## src/rtl/core/sha1_pkg.sv

```systemverilog
// sha1_pkg: shared types and constants of the sha-1 digest engine
// depends on nothing
`default_nettype none
package sha1_pkg;
  localparam int QueueDepth = 4;

  localparam logic [31:0] H0 = 32'h67452301;
  localparam logic [31:0] H1 = 32'hefcdab89;
  localparam logic [31:0] H2 = 32'h98badcfe;
  localparam logic [31:0] H3 = 32'h10325476;
  localparam logic [31:0] H4 = 32'hc3d2e1f0;
  localparam logic [31:0] K0 = 32'h5a827999;
  localparam logic [31:0] K1 = 32'h6ed9eba1;
  localparam logic [31:0] K2 = 32'h8f1bbcdc;
  localparam logic [31:0] K3 = 32'hca62c1d6;
  localparam logic [7:0]  PadByte = 8'h80;

  // one classified request passed from front to back
  typedef struct packed {
    logic [7:0] data;
    logic       present;
    logic       last;
  } sha1_req_t;

  function automatic logic [31:0] rotl(input logic [31:0] v, input int n);
    rotl = (v << n) | (v >> (32 - n));
  endfunction
endpackage
`default_nettype wire

```

## src/rtl/core/sha1_queue.sv

```systemverilog
// sha1_queue: small request queue between front and back
// depends on sha1_pkg
`default_nettype none
module sha1_queue #(
  parameter int Depth = sha1_pkg::QueueDepth
) (
  input  wire                   clk,
  input  wire                   rst,
  input  wire                   in_valid,
  output logic                  in_ready,
  input  sha1_pkg::sha1_req_t   in_req,
  output logic                  out_valid,
  input  wire                   out_ready,
  output sha1_pkg::sha1_req_t   out_req
);
  import sha1_pkg::*;
  localparam int AW = (Depth > 1) ? $clog2(Depth) : 1;

  sha1_req_t      slots [Depth];
  logic [AW-1:0]  wr_ptr, rd_ptr;
  logic [AW:0]    count;
  logic           push, pop;

  assign in_ready  = (count != (AW+1)'(Depth));
  assign out_valid = (count != '0);
  assign out_req   = slots[rd_ptr];
  assign push = in_valid && in_ready;
  assign pop  = out_valid && out_ready;

  always_ff @(posedge clk) begin
    if (push) slots[wr_ptr] <= in_req;
    if (rst) begin
      wr_ptr <= '0;
      rd_ptr <= '0;
      count  <= '0;
    end else begin
      if (push) wr_ptr <= (wr_ptr == AW'(Depth-1)) ? '0 : wr_ptr + 1'b1;
      if (pop)  rd_ptr <= (rd_ptr == AW'(Depth-1)) ? '0 : rd_ptr + 1'b1;
      count <= count + (AW+1)'(push) - (AW+1)'(pop);
    end
  end
endmodule
`default_nettype wire

```

## src/rtl/core/sha1_front.sv

```systemverilog
// sha1_front: accepts input requests, drops empty ones, registers them
// depends on sha1_pkg
`default_nettype none
module sha1_front (
  input  wire                  clk,
  input  wire                  rst,
  input  wire                  valid,
  output logic                 ready,
  input  wire [7:0]            msg_byte,
  input  wire                  byte_present,
  input  wire                  end_of_message,
  output logic                 req_valid,
  input  wire                  req_ready,
  output sha1_pkg::sha1_req_t  req
);
  import sha1_pkg::*;
  logic useful;

  assign ready  = !req_valid || req_ready;
  assign useful = byte_present || end_of_message;

  always_ff @(posedge clk) begin
    if (valid && ready) begin
      req.data    <= msg_byte;
      req.present <= byte_present;
      req.last    <= end_of_message;
    end
    if (rst) req_valid <= 1'b0;
    else if (ready) req_valid <= valid && useful;
  end
endmodule
`default_nettype wire

```

## src/rtl/core/sha1_back.sv

```systemverilog
// sha1_back: block collection, padding, 80-round compression, digest output
// depends on sha1_pkg
`default_nettype none
module sha1_back (
  input  wire                  clk,
  input  wire                  rst,
  input  wire                  req_valid,
  output logic                 req_ready,
  input  sha1_pkg::sha1_req_t  req,
  output logic                 out_valid,
  input  wire                  out_ready,
  output logic [31:0]          digest_word,
  output logic [2:0]           word_number,
  output logic                 final_word
);
  import sha1_pkg::*;

  typedef enum logic [5:0] {
    ST_COLLECT = 6'b000001,
    ST_ROUND   = 6'b000010,
    ST_PAD     = 6'b000100,
    ST_LEN     = 6'b001000,
    ST_EMIT    = 6'b010000,
    ST_WAIT    = 6'b100000
  } state_t;

  state_t       state;
  logic [31:0]  w [16];       // window: bytes shift in, then schedule
  logic [31:0]  h [5];
  logic [31:0]  a, b, c, d, e;
  logic [60:0]  byte_total;
  logic [5:0]   fill;         // bytes in current block
  logic [6:0]   round;
  logic         finishing;    // message end seen: padding pending or under way
  logic         len_done;     // length placed in the final block
  logic         pad_done;     // 0x80 marker already placed
  logic [2:0]   emit_idx;

  logic [31:0]  wt, f, k, tmp, wnew;
  logic [63:0]  bits;

  assign bits = {byte_total, 3'b000};
  assign req_ready = (state == ST_COLLECT);

  assign wnew = rotl(w[13] ^ w[8] ^ w[2] ^ w[0], 1);
  assign wt   = (round < 7'd16) ? w[0] : wnew;

  always_comb begin
    if (round < 7'd20) begin
      f = (b & c) | (~b & d); k = K0;
    end else if (round < 7'd40) begin
      f = b ^ c ^ d; k = K1;
    end else if (round < 7'd60) begin
      f = (b & c) | (b & d) | (c & d); k = K2;
    end else begin
      f = b ^ c ^ d; k = K3;
    end
  end
  assign tmp = rotl(a, 5) + f + e + k + wt;

  assign digest_word = h[emit_idx];
  assign word_number = emit_idx;
  assign final_word  = (emit_idx == 3'd4);
  assign out_valid   = (state == ST_EMIT);

  always_ff @(posedge clk) begin
    if (rst) begin
      state <= ST_COLLECT;
      h[0] <= H0; h[1] <= H1; h[2] <= H2; h[3] <= H3; h[4] <= H4;
      byte_total <= '0;
      fill <= '0;
      round <= '0;
      finishing <= 1'b0;
      len_done <= 1'b0;
      pad_done <= 1'b0;
      emit_idx <= '0;
    end else begin
      case (state)
        ST_COLLECT: begin
          if (req_valid) begin
            if (req.present) begin
              w[15] <= {w[15][23:0], req.data};
              for (int i = 0; i < 15; i++)
                if (fill[5:2] == 4'(i)) w[i] <= {w[i][23:0], req.data};
              byte_total <= byte_total + 61'd1;
              fill <= fill + 6'd1;
            end
            finishing <= req.last;
            if (req.present && fill == 6'd63) begin
              state <= ST_ROUND;
            end else if (req.last) begin
              state <= ST_PAD;
            end
            a <= h[0]; b <= h[1]; c <= h[2]; d <= h[3]; e <= h[4];
            round <= '0;
          end
        end
        ST_PAD: begin
          // one padding byte per cycle: 0x80 then zeros up to the length or the block end
          for (int i = 0; i < 16; i++)
            if (fill[5:2] == 4'(i))
              w[i] <= {w[i][23:0], pad_done ? 8'h00 : PadByte};
          pad_done <= 1'b1;
          fill <= fill + 6'd1;
          if (fill == 6'd63) begin
            state <= ST_ROUND;
          end else if (fill == 6'd55) begin
            state <= ST_LEN;
          end
          a <= h[0]; b <= h[1]; c <= h[2]; d <= h[3]; e <= h[4];
          round <= '0;
        end
        ST_LEN: begin
          w[14] <= bits[63:32];
          w[15] <= bits[31:0];
          len_done <= 1'b1;
          fill <= '0;
          state <= ST_ROUND;
        end
        ST_ROUND: begin
          for (int i = 0; i < 15; i++) w[i] <= w[i+1];
          w[15] <= wt;
          e <= d; d <= c; c <= rotl(b, 30); b <= a; a <= tmp;
          round <= round + 7'd1;
          if (round == 7'd79) begin
            h[0] <= h[0] + tmp; h[1] <= h[1] + a; h[2] <= h[2] + rotl(b, 30);
            h[3] <= h[3] + c;   h[4] <= h[4] + d;
            fill <= '0;
            if (len_done) begin
              state <= ST_EMIT;
              emit_idx <= '0;
            end else if (finishing) begin
              state <= ST_WAIT;
            end else begin
              state <= ST_COLLECT;
            end
          end
        end
        ST_WAIT: begin
          // after a full block at message end, or a padding block with no room for the length: pad a fresh block
          state <= ST_PAD;
          a <= h[0]; b <= h[1]; c <= h[2]; d <= h[3]; e <= h[4];
          round <= '0;
        end
        ST_EMIT: begin
          if (out_ready) begin
            if (emit_idx == 3'd4) begin
              h[0] <= H0; h[1] <= H1; h[2] <= H2; h[3] <= H3; h[4] <= H4;
              byte_total <= '0;
              fill <= '0;
              finishing <= 1'b0;
              len_done <= 1'b0;
              pad_done <= 1'b0;
              emit_idx <= '0;
              state <= ST_COLLECT;
            end else begin
              emit_idx <= emit_idx + 3'd1;
            end
          end
        end
        default: state <= ST_COLLECT;
      endcase
    end
  end
endmodule
`default_nettype wire

```

## src/rtl/core/sha1_message_digest.sv

```systemverilog
// sha1_message_digest: streaming sha-1 engine, top level
// depends on sha1_pkg, sha1_front, sha1_queue, sha1_back
// one byte request per cycle is collected into the window while the back end is
// in its collect state; each 64-byte block then runs 80 rounds in the single round
// unit; a final request adds the padding bytes (plus a restart when the length
// spills into a second block), the length words, the rounds of one or two blocks
// and five digest words, one per cycle while the receiver is ready
// reset restores the initial chaining words and a zero byte count
`default_nettype none
module sha1_message_digest #(
  parameter int QueueDepth = sha1_pkg::QueueDepth
) (
  input  wire         clk,
  input  wire         rst,
  input  wire         in_valid,
  output logic        in_ready,
  input  wire  [7:0]  msg_byte,
  input  wire         byte_present,
  input  wire         end_of_message,
  output logic        out_valid,
  input  wire         out_ready,
  output logic [31:0] digest_word,
  output logic [2:0]  word_number,
  output logic        final_word
);
  import sha1_pkg::*;

  // front to queue and queue to back
  sha1_req_t fq_req, qb_req;
  logic      fq_valid, fq_ready, qb_valid, qb_ready;

  sha1_front u_front (
    .clk, .rst,
    .valid(in_valid), .ready(in_ready),
    .msg_byte, .byte_present, .end_of_message,
    .req_valid(fq_valid), .req_ready(fq_ready), .req(fq_req)
  );

  // decouples byte intake from the compression rounds
  sha1_queue #(.Depth(QueueDepth)) u_queue (
    .clk, .rst,
    .in_valid(fq_valid), .in_ready(fq_ready), .in_req(fq_req),
    .out_valid(qb_valid), .out_ready(qb_ready), .out_req(qb_req)
  );

  sha1_back u_back (
    .clk, .rst,
    .req_valid(qb_valid), .req_ready(qb_ready), .req(qb_req),
    .out_valid, .out_ready, .digest_word, .word_number, .final_word
  );
endmodule
`default_nettype wire

```

## config.mk

```make
export PLATFORM = sky130hd
export DESIGN_NAME = sha1_message_digest
export DESIGN_NICKNAME = d
export VERILOG_FILES = /design/src/rtl/core/sha1_pkg.sv /design/src/rtl/core/sha1_queue.sv /design/src/rtl/core/sha1_front.sv /design/src/rtl/core/sha1_back.sv /design/src/rtl/core/sha1_message_digest.sv
export SDC_FILE = /design/constraint.sdc
export NUM_CORES = 2
export LEC_CHECK = 0
export ABC_CLOCK_PERIOD_IN_PS = 23900
export BUFFER_PORTS_ARGS = -buffer_cell sky130_fd_sc_hd__buf_2
export CORE_ASPECT_RATIO = 1.25
export CORE_MARGIN = 10
export CORE_UTILIZATION = 55
export DETAILED_ROUTE_END_ITERATION = 16
export GPL_ROUTABILITY_DRIVEN = 0
export PLACE_DENSITY = 0.83
export SYNTH_ARGS = -nofsm -noshare
export SYNTH_HDL_FRONTEND = slang
export SYNTH_SLANG_ARGS = --single-unit
```

## constraint.sdc

```tcl
create_clock -name clk -period 23.9 [get_ports clk]
set_clock_uncertainty 0.1 [all_clocks]
set_input_delay 4.78 -clock clk [delete_from_list [all_inputs] [get_ports clk]]
set_output_delay 4.78 -clock clk [all_outputs]
set_load 0.05 [all_outputs]
```

Word-level counts from Yosys, hierarchy flattened
Memories as Yosys holds them, arrays and structs flattened. A register that Yosys moved wholly into a read port is not among the register bits.
Cells that the tools add are included.
{"block": "op_classes", "magnitude_cmp": 4, "n_addsub": 17, "n_mul": 0, "div_mod_pow": 0, "n_shift": 0, "n_reduce_logical": 26, "bitwise": 61, "n_mux": 266, "n_eq_ne": 36}
{"op": "32-bit 2-to-1 mux", "count": 55}
{"op": "32-bit case mux with 3 select lines", "count": 5}
{"op": "32-bit adder", "count": 9}
{"op": "61-bit 2-to-1 mux", "count": 4}
{"op": "1-bit 2-to-1 mux", "count": 166}
{"op": "32-bit bitwise XOR", "count": 5}
{"op": "32-bit bitwise AND", "count": 4}
{"op": "61-bit case mux with 2 select lines", "count": 1}
{"op": "32-bit OR", "count": 3}
{"op": "6-bit 2-to-1 mux", "count": 15}
{"op": "61-bit by 1-bit adder with 61-bit output (second input constant)", "count": 1}
{"op": "1-bit OR", "count": 44}
{"op": "6-bit case mux with 6 select lines", "count": 1}
{"op": "4-bit == test (second input constant)", "count": 8}
{"op": "32-bit inverter", "count": 1}
{"op": "32-bit by 1-bit OR with 32-bit output", "count": 1}
{"op": "32-bit by 30-bit OR with 32-bit output", "count": 1}
{"op": "32-bit by 5-bit OR with 32-bit output", "count": 1}
{"op": "31-bit 2-to-1 mux", "count": 1}
{"op": "6-bit case mux with 5 select lines", "count": 1}
{"op": "7-bit case mux with 3 select lines", "count": 1}
{"op": "6-bit == test (second input constant)", "count": 3}
{"op": "3-bit 2-to-1 mux", "count": 6}
{"op": "4-bit by 3-bit == test with 1-bit output (second input constant)", "count": 4}
{"op": "other kinds (40)", "count": 69}
{"block": "word_totals", "romBits": 0, "out_inout_bits": 38, "latch_bits": 0, "regBits": 264, "inputBits": 14, "memories": 3, "ramBits": 712}
{"name": "u_back.w", "depth": 16, "width": 32, "rd": 16, "rd_ports_with_merged_regs": 0, "wr": 16, "line_no": "sha1_back.sv:28", "source": "logic [31:0] w [16];"}
{"name": "u_back.h", "depth": 5, "width": 32, "rd": 6, "rd_ports_with_merged_regs": 1, "wr": 5, "line_no": "sha1_back.sv:29", "source": "logic [31:0] h [5];"}
{"name": "u_queue.slots", "depth": 4, "width": 10, "rd": 1, "rd_ports_with_merged_regs": 1, "wr": 1, "line_no": "sha1_queue.sv:19", "source": "sha1_req_t slots [Depth];"}

Depth between registers and ports, before layout
{"block": "logic_depth", "depth_word": 13, "mapped_depth": 36}

Modules after synthesis
Synthesis repeated with hierarchy kept, for this count alone.
{"block": "hier_totals", "cells_unflattened": 5484, "hier_area_um2": 55889.9}
{"module": "sha1_back", "area_each_um2": 53620.2, "n_inst": 1, "cells_per_inst": 5368}
{"module": "sha1_queue", "area_each_um2": 1916.8, "n_inst": 1, "cells_per_inst": 101}
{"module": "sha1_front", "area_each_um2": 352.8, "n_inst": 1, "cells_per_inst": 15}

Worst setup path after synthesis
Ideal clock, no wire load.
{"block": "synth_path", "path_type": "register -> register", "start": "register u_back.state[3]", "end": "memory u_back.h[0][0], enable pin", "required_time_ns": 22.899, "path_slack_ns": 10.176, "setup_time_ns": 0.901, "arrival_time_ns": 12.723, "stages_incl_launch_ff": 8, "path_cell_list": "dfxtp_1 > clkbuf_1 > nor4_1 > nand3b_1 > clkbuf_1 > clkbuf_1 > clkbuf_1 > o21ai_0"}
{"item": "from (decl)", "line_no": "sha1_back.sv:27", "source": "state_t state;"}
{"item": "from (signal assigned)", "line_no": "sha1_back.sv:68", "source": "state <= ST_COLLECT;"}
{"item": "from (signal assigned)", "line_no": "sha1_back.sv:90", "source": "state <= ST_ROUND;"}
{"item": "from (signal assigned)", "line_no": "sha1_back.sv:92", "source": "state <= ST_PAD;"}
{"item": "to (decl)", "line_no": "sha1_back.sv:29"}

==> results.py <==
metrics = {
    "yosys": {
        "yosys.area_share.xor_xnor_pct": 5.13,
        "synth_top_family_by_area": "simple AND/OR/NAND/NOR gates",
        "synthCells": 5206,
        "avgSynthCellArea_um2": 10.6,
        "async_flop_share_pct": 0,
        "synth_compound_area_share_pct": 10.3,
        "synthMuxAreaShare_pct": 5.53,
        "synthAdderAreaFrac_pct": 9.28,
        "ys_seq_elements": 981,
        "syn_area_um2": 55200,
        "yosys.cell_types.count": 86,
        "synth_edf_count": 882,
        "ys.flop_type": "edfxtp_1",
        "ys_seq_area_share_pct": 51.5,
        "synth-simple-area-share_pct": 15.2,
        "synth_warnings": 0,
        "syn-num-nets": 5555,
    },
    "worst_setup_path": {
        "criticalPathCategory": "flip-flop to flip-flop",
        "required_ns": 24.21,
        "cpMostUsedCell": "inv_1",
        "endpoint_kind": "flip-flop",
        "cpPeakStageDelay_ns": 0.91,
        "worstSetupStartpointType": "flip-flop",
        "cp_data_arrival_time_ns": 10.77,
        "critPathSlowestCell": "a2111oi_0",
        "path_max_fanout": 25,
    },
    "die": {
        "pin_count": 52,
        "die_w_um": 303,
        "row_count": 129,
        "die-area_um2": 114000,
        "core_um2": 99300,
        "initial_core_util_pct": 55.6,
        "die_h_um": 374,
    },
    "drt": {
        "ant_nets": 0,
        "drt_wl_total_mm": 152,
        "drc": 0,
        "viasPerCell": 6.21,
        "drt-initial-drc-count": 4681,
        "drtPass1Iterations": 6,
        "wl_per_cell_um": 23.1,
        "vias": 40800,
    },
    "global_routing": {
        "grt_pass1_vias": 40000,
        "antenna_found_initial": 3,
        "grt_start_max_net_pins": 194,
        "grt_pass1_wl_mm": 230,
        "grt.total_usage_pct": 26.1,
        "grt_overflow_total": 0,
    },
    "pwr": {
        "p_per_area_nw_per_um2": 114,
        "finalPower_w": 0.00684,
        "ir_drop_uv": 122,
        "power_leakage_nw": 22.9,
    },
    "timing": {
        "slew_headroom_pct": 22.2,
        "period_needed_ns": 10.46,
        "setup_tns_ns": 0,
        "hold_viol_final": 0,
        "finalSetupViolCount": 0,
        "fmax_mhz": 95.6,
        "period_share_pct": 43.8,
        "grt_setup_unrepaired": "no",
        "worst_slew_pin_slew_ns": 1.14,
        "maxSlewViolCount": 0,
    },
    "final_layout": {
        "n_antenna_cell": 0,
        "fill_cells": 7522,
        "area_growth_pct": 8.68,
        "layout-drive-gt1-share_pct": 9.11,
        "fin_area_um2": 60000,
        "final_nets": 5526,
    },
    "clocking": {
        "insertion_delay_ns": 0.70,
        "tritoncts": "yes",
        "numCtsBuffers": 96,
        "cts_max_level": 3,
        "clkTransAtPathRegs_ns": 0.07,
        "cts_buffer_depth": 3,
        "cts_hold_buf": 0,
        "cts_sinks": 981,
        "cts_setup_buffers": 0,
        "cts_resized": 0,
        "cts-root-buf": "clkbuf_16",
    },
    "job": {
        "maxCapViolCount": 0,
    },
    "place": {
        "portBuffers": 51,
        "hpwl_mm": 108,
        "place_area_um2": 56800,
    },
    "min_path": {
        "hp-class": "flip-flop to flip-flop",
    },
    "outcome": {
        "status": "finished, final reports clean",
    },
}
==> Yosys cell counts, types with 10 or more instances <==
master | n | area (um^2)
nand2_1 | 1381 | 5180
edfxtp_1 | 882 | 26500
nor2_1 | 310 | 1160
a21oi_1 | 249 | 1250
ha_1 | 211 | 2640
inv_1 | 211 | 792
o21ai_0 | 210 | 1050
xnor2_1 | 205 | 1800
clkbuf_1 | 189 | 709
mux2_2 | 134 | 1510
fa_1 | 124 | 2480
xor2_1 | 116 | 1020
dfxtp_1 | 99 | 1980
a21o_1 | 75 | 563
a22o_1 | 70 | 613
mux2i_1 | 60 | 601
nand3_1 | 49 | 245
nor2b_1 | 48 | 300
nor3_1 | 44 | 220
a211oi_1 | 42 | 315
mux4_2 | 42 | 946
nand2b_1 | 40 | 250
or3_1 | 35 | 219
and3_1 | 31 | 194
a31oi_1 | 25 | 156
o21bai_1 | 25 | 188
and2_1 | 22 | 138
o21a_1 | 21 | 158
buf_1 | 19 | 71.3
o31ai_1 | 18 | 135
a221o_1 | 15 | 150
o221ai_1 | 15 | 131
nand4_1 | 13 | 81.3
a221oi_1 | 12 | 105
a2111oi_0 | 10 | 87.6
==> state kept, by name (all words and copies together), names as in the netlist, 2 cells and up, named ones only <==
register            flops
u_back.a               32
u_back.b               32
u_back.byte_total      61
u_back.c               32
u_back.d               32
u_back.e               32
u_back.fill             6
u_back.h              160
u_back.round            7
u_back.state            6
u_back.w              512
u_back.word_number      3
u_front.req            10
u_queue.count           3
u_queue.rd_ptr          2
u_queue.slots          40
u_queue.wr_ptr          2
==> through the flow <==
stage          hold WS, ns  setup slack (ns)  std cells  util (%)
4_1_cts              0.395             13.66       6570      60.5
2_1_floorplan        0.354             10.18       5206         -
3_3_place_gp         0.369             14.09       6389      57.2
6_report             0.393             13.44       6570      60.5
3_5_place_dp         0.385             13.79       6389      57.2
5_1_grt              0.425             12.95       6570      60.5
==> logic make-up (layout without fill, tap and decap cells) <==
| family | count (synthesis) | count (layout) |
|---|---|---|
| XOR/XNOR | 322 | 322 |
| multiplexers | 236 | 236 |
| flip-flops | 981 | 981 |
| buffers and inverters | 433 | 487 |
| adder cells (fa/ha/maj) | 335 | 335 |
| AO/OA/AOI/OAI | 876 | 876 |
| AND/OR/NAND/NOR | 2023 | 2023 |
==> where the power goes <==
group	internal [W]	switching (W)	leakage (nW)	total [W]
clock network	0.000870	0.000707	1.57	0.00158
logic	0.00128	0.00189	12.7	0.00317
registers	0.00198	0.000109	8.58	0.00209
total	0.00413	0.00270	22.9	0.00684
==> path summary, 6_finish.rpt <==
path | slack, ns | end | from | depth (start not counted)
setup / recovery | 13.44 | u_back.h[0][31]$_SDFFCE_PP0P_ | u_back.round[2]$_SDFFE_PP0P_ | 34
hold / removal | 0.39 | u_back.byte_total[60]$_SDFFE_PP0P_ | u_back.byte_total[60]$_SDFFE_PP0P_ | 2
setup reg to reg | 13.44 | u_back.h[0][31]$_SDFFCE_PP0P_ | u_back.round[2]$_SDFFE_PP0P_ | 34
hold reg to reg | 0.39 | u_back.byte_total[60]$_SDFFE_PP0P_ | u_back.byte_total[60]$_SDFFE_PP0P_ | 2
==> routing by layer <==
metal  GRT usage, %  wire (um)
met1           31.1      54000
met2           43.3      73300
met3           4.09      13400
met4           16.9      11000
met5              0         29
==> worst max-delay path: cells and delay by family, from the launching register on <==
kind                     cells  cell delay (ns)
AO/OA/AOI/OAI               15             4.35
buffers and inverters        6             1.34
AND/OR/NAND/NOR              6             1.42
flip-flops                   1             0.41
adder cells (fa/ha/maj)      5             2.21
XOR/XNOR                     2             0.31
==> cell usage in the layout, fill, tap and decap left out, drive strengths merged, types with 124 or more instances in the layout <==
master | synthesis | final
o21ai | 212 | 212
nand2 | 1383 | 1383
inv | 213 | 219
fa | 124 | 124
ha | 211 | 211
edfxtp | 882 | 882
clkbuf | 189 | 131
nor2 | 316 | 316
a21oi | 249 | 249
mux2 | 134 | 134
xnor2 | 205 | 205
==> final cells by class <==
cell class,count,area [um^2],area share (%)
sequential,981,28500,47.4
multi-input combinational,3792,25300,42.1
clock buffer,131,2700,4.49
tap,1310,1640,2.73
inverter,213,800,1.33
timing repair buffer,93,596,0.992
clock inverter,50,567,0.944
No activity file was read; power rests on OpenSTA's default activity.
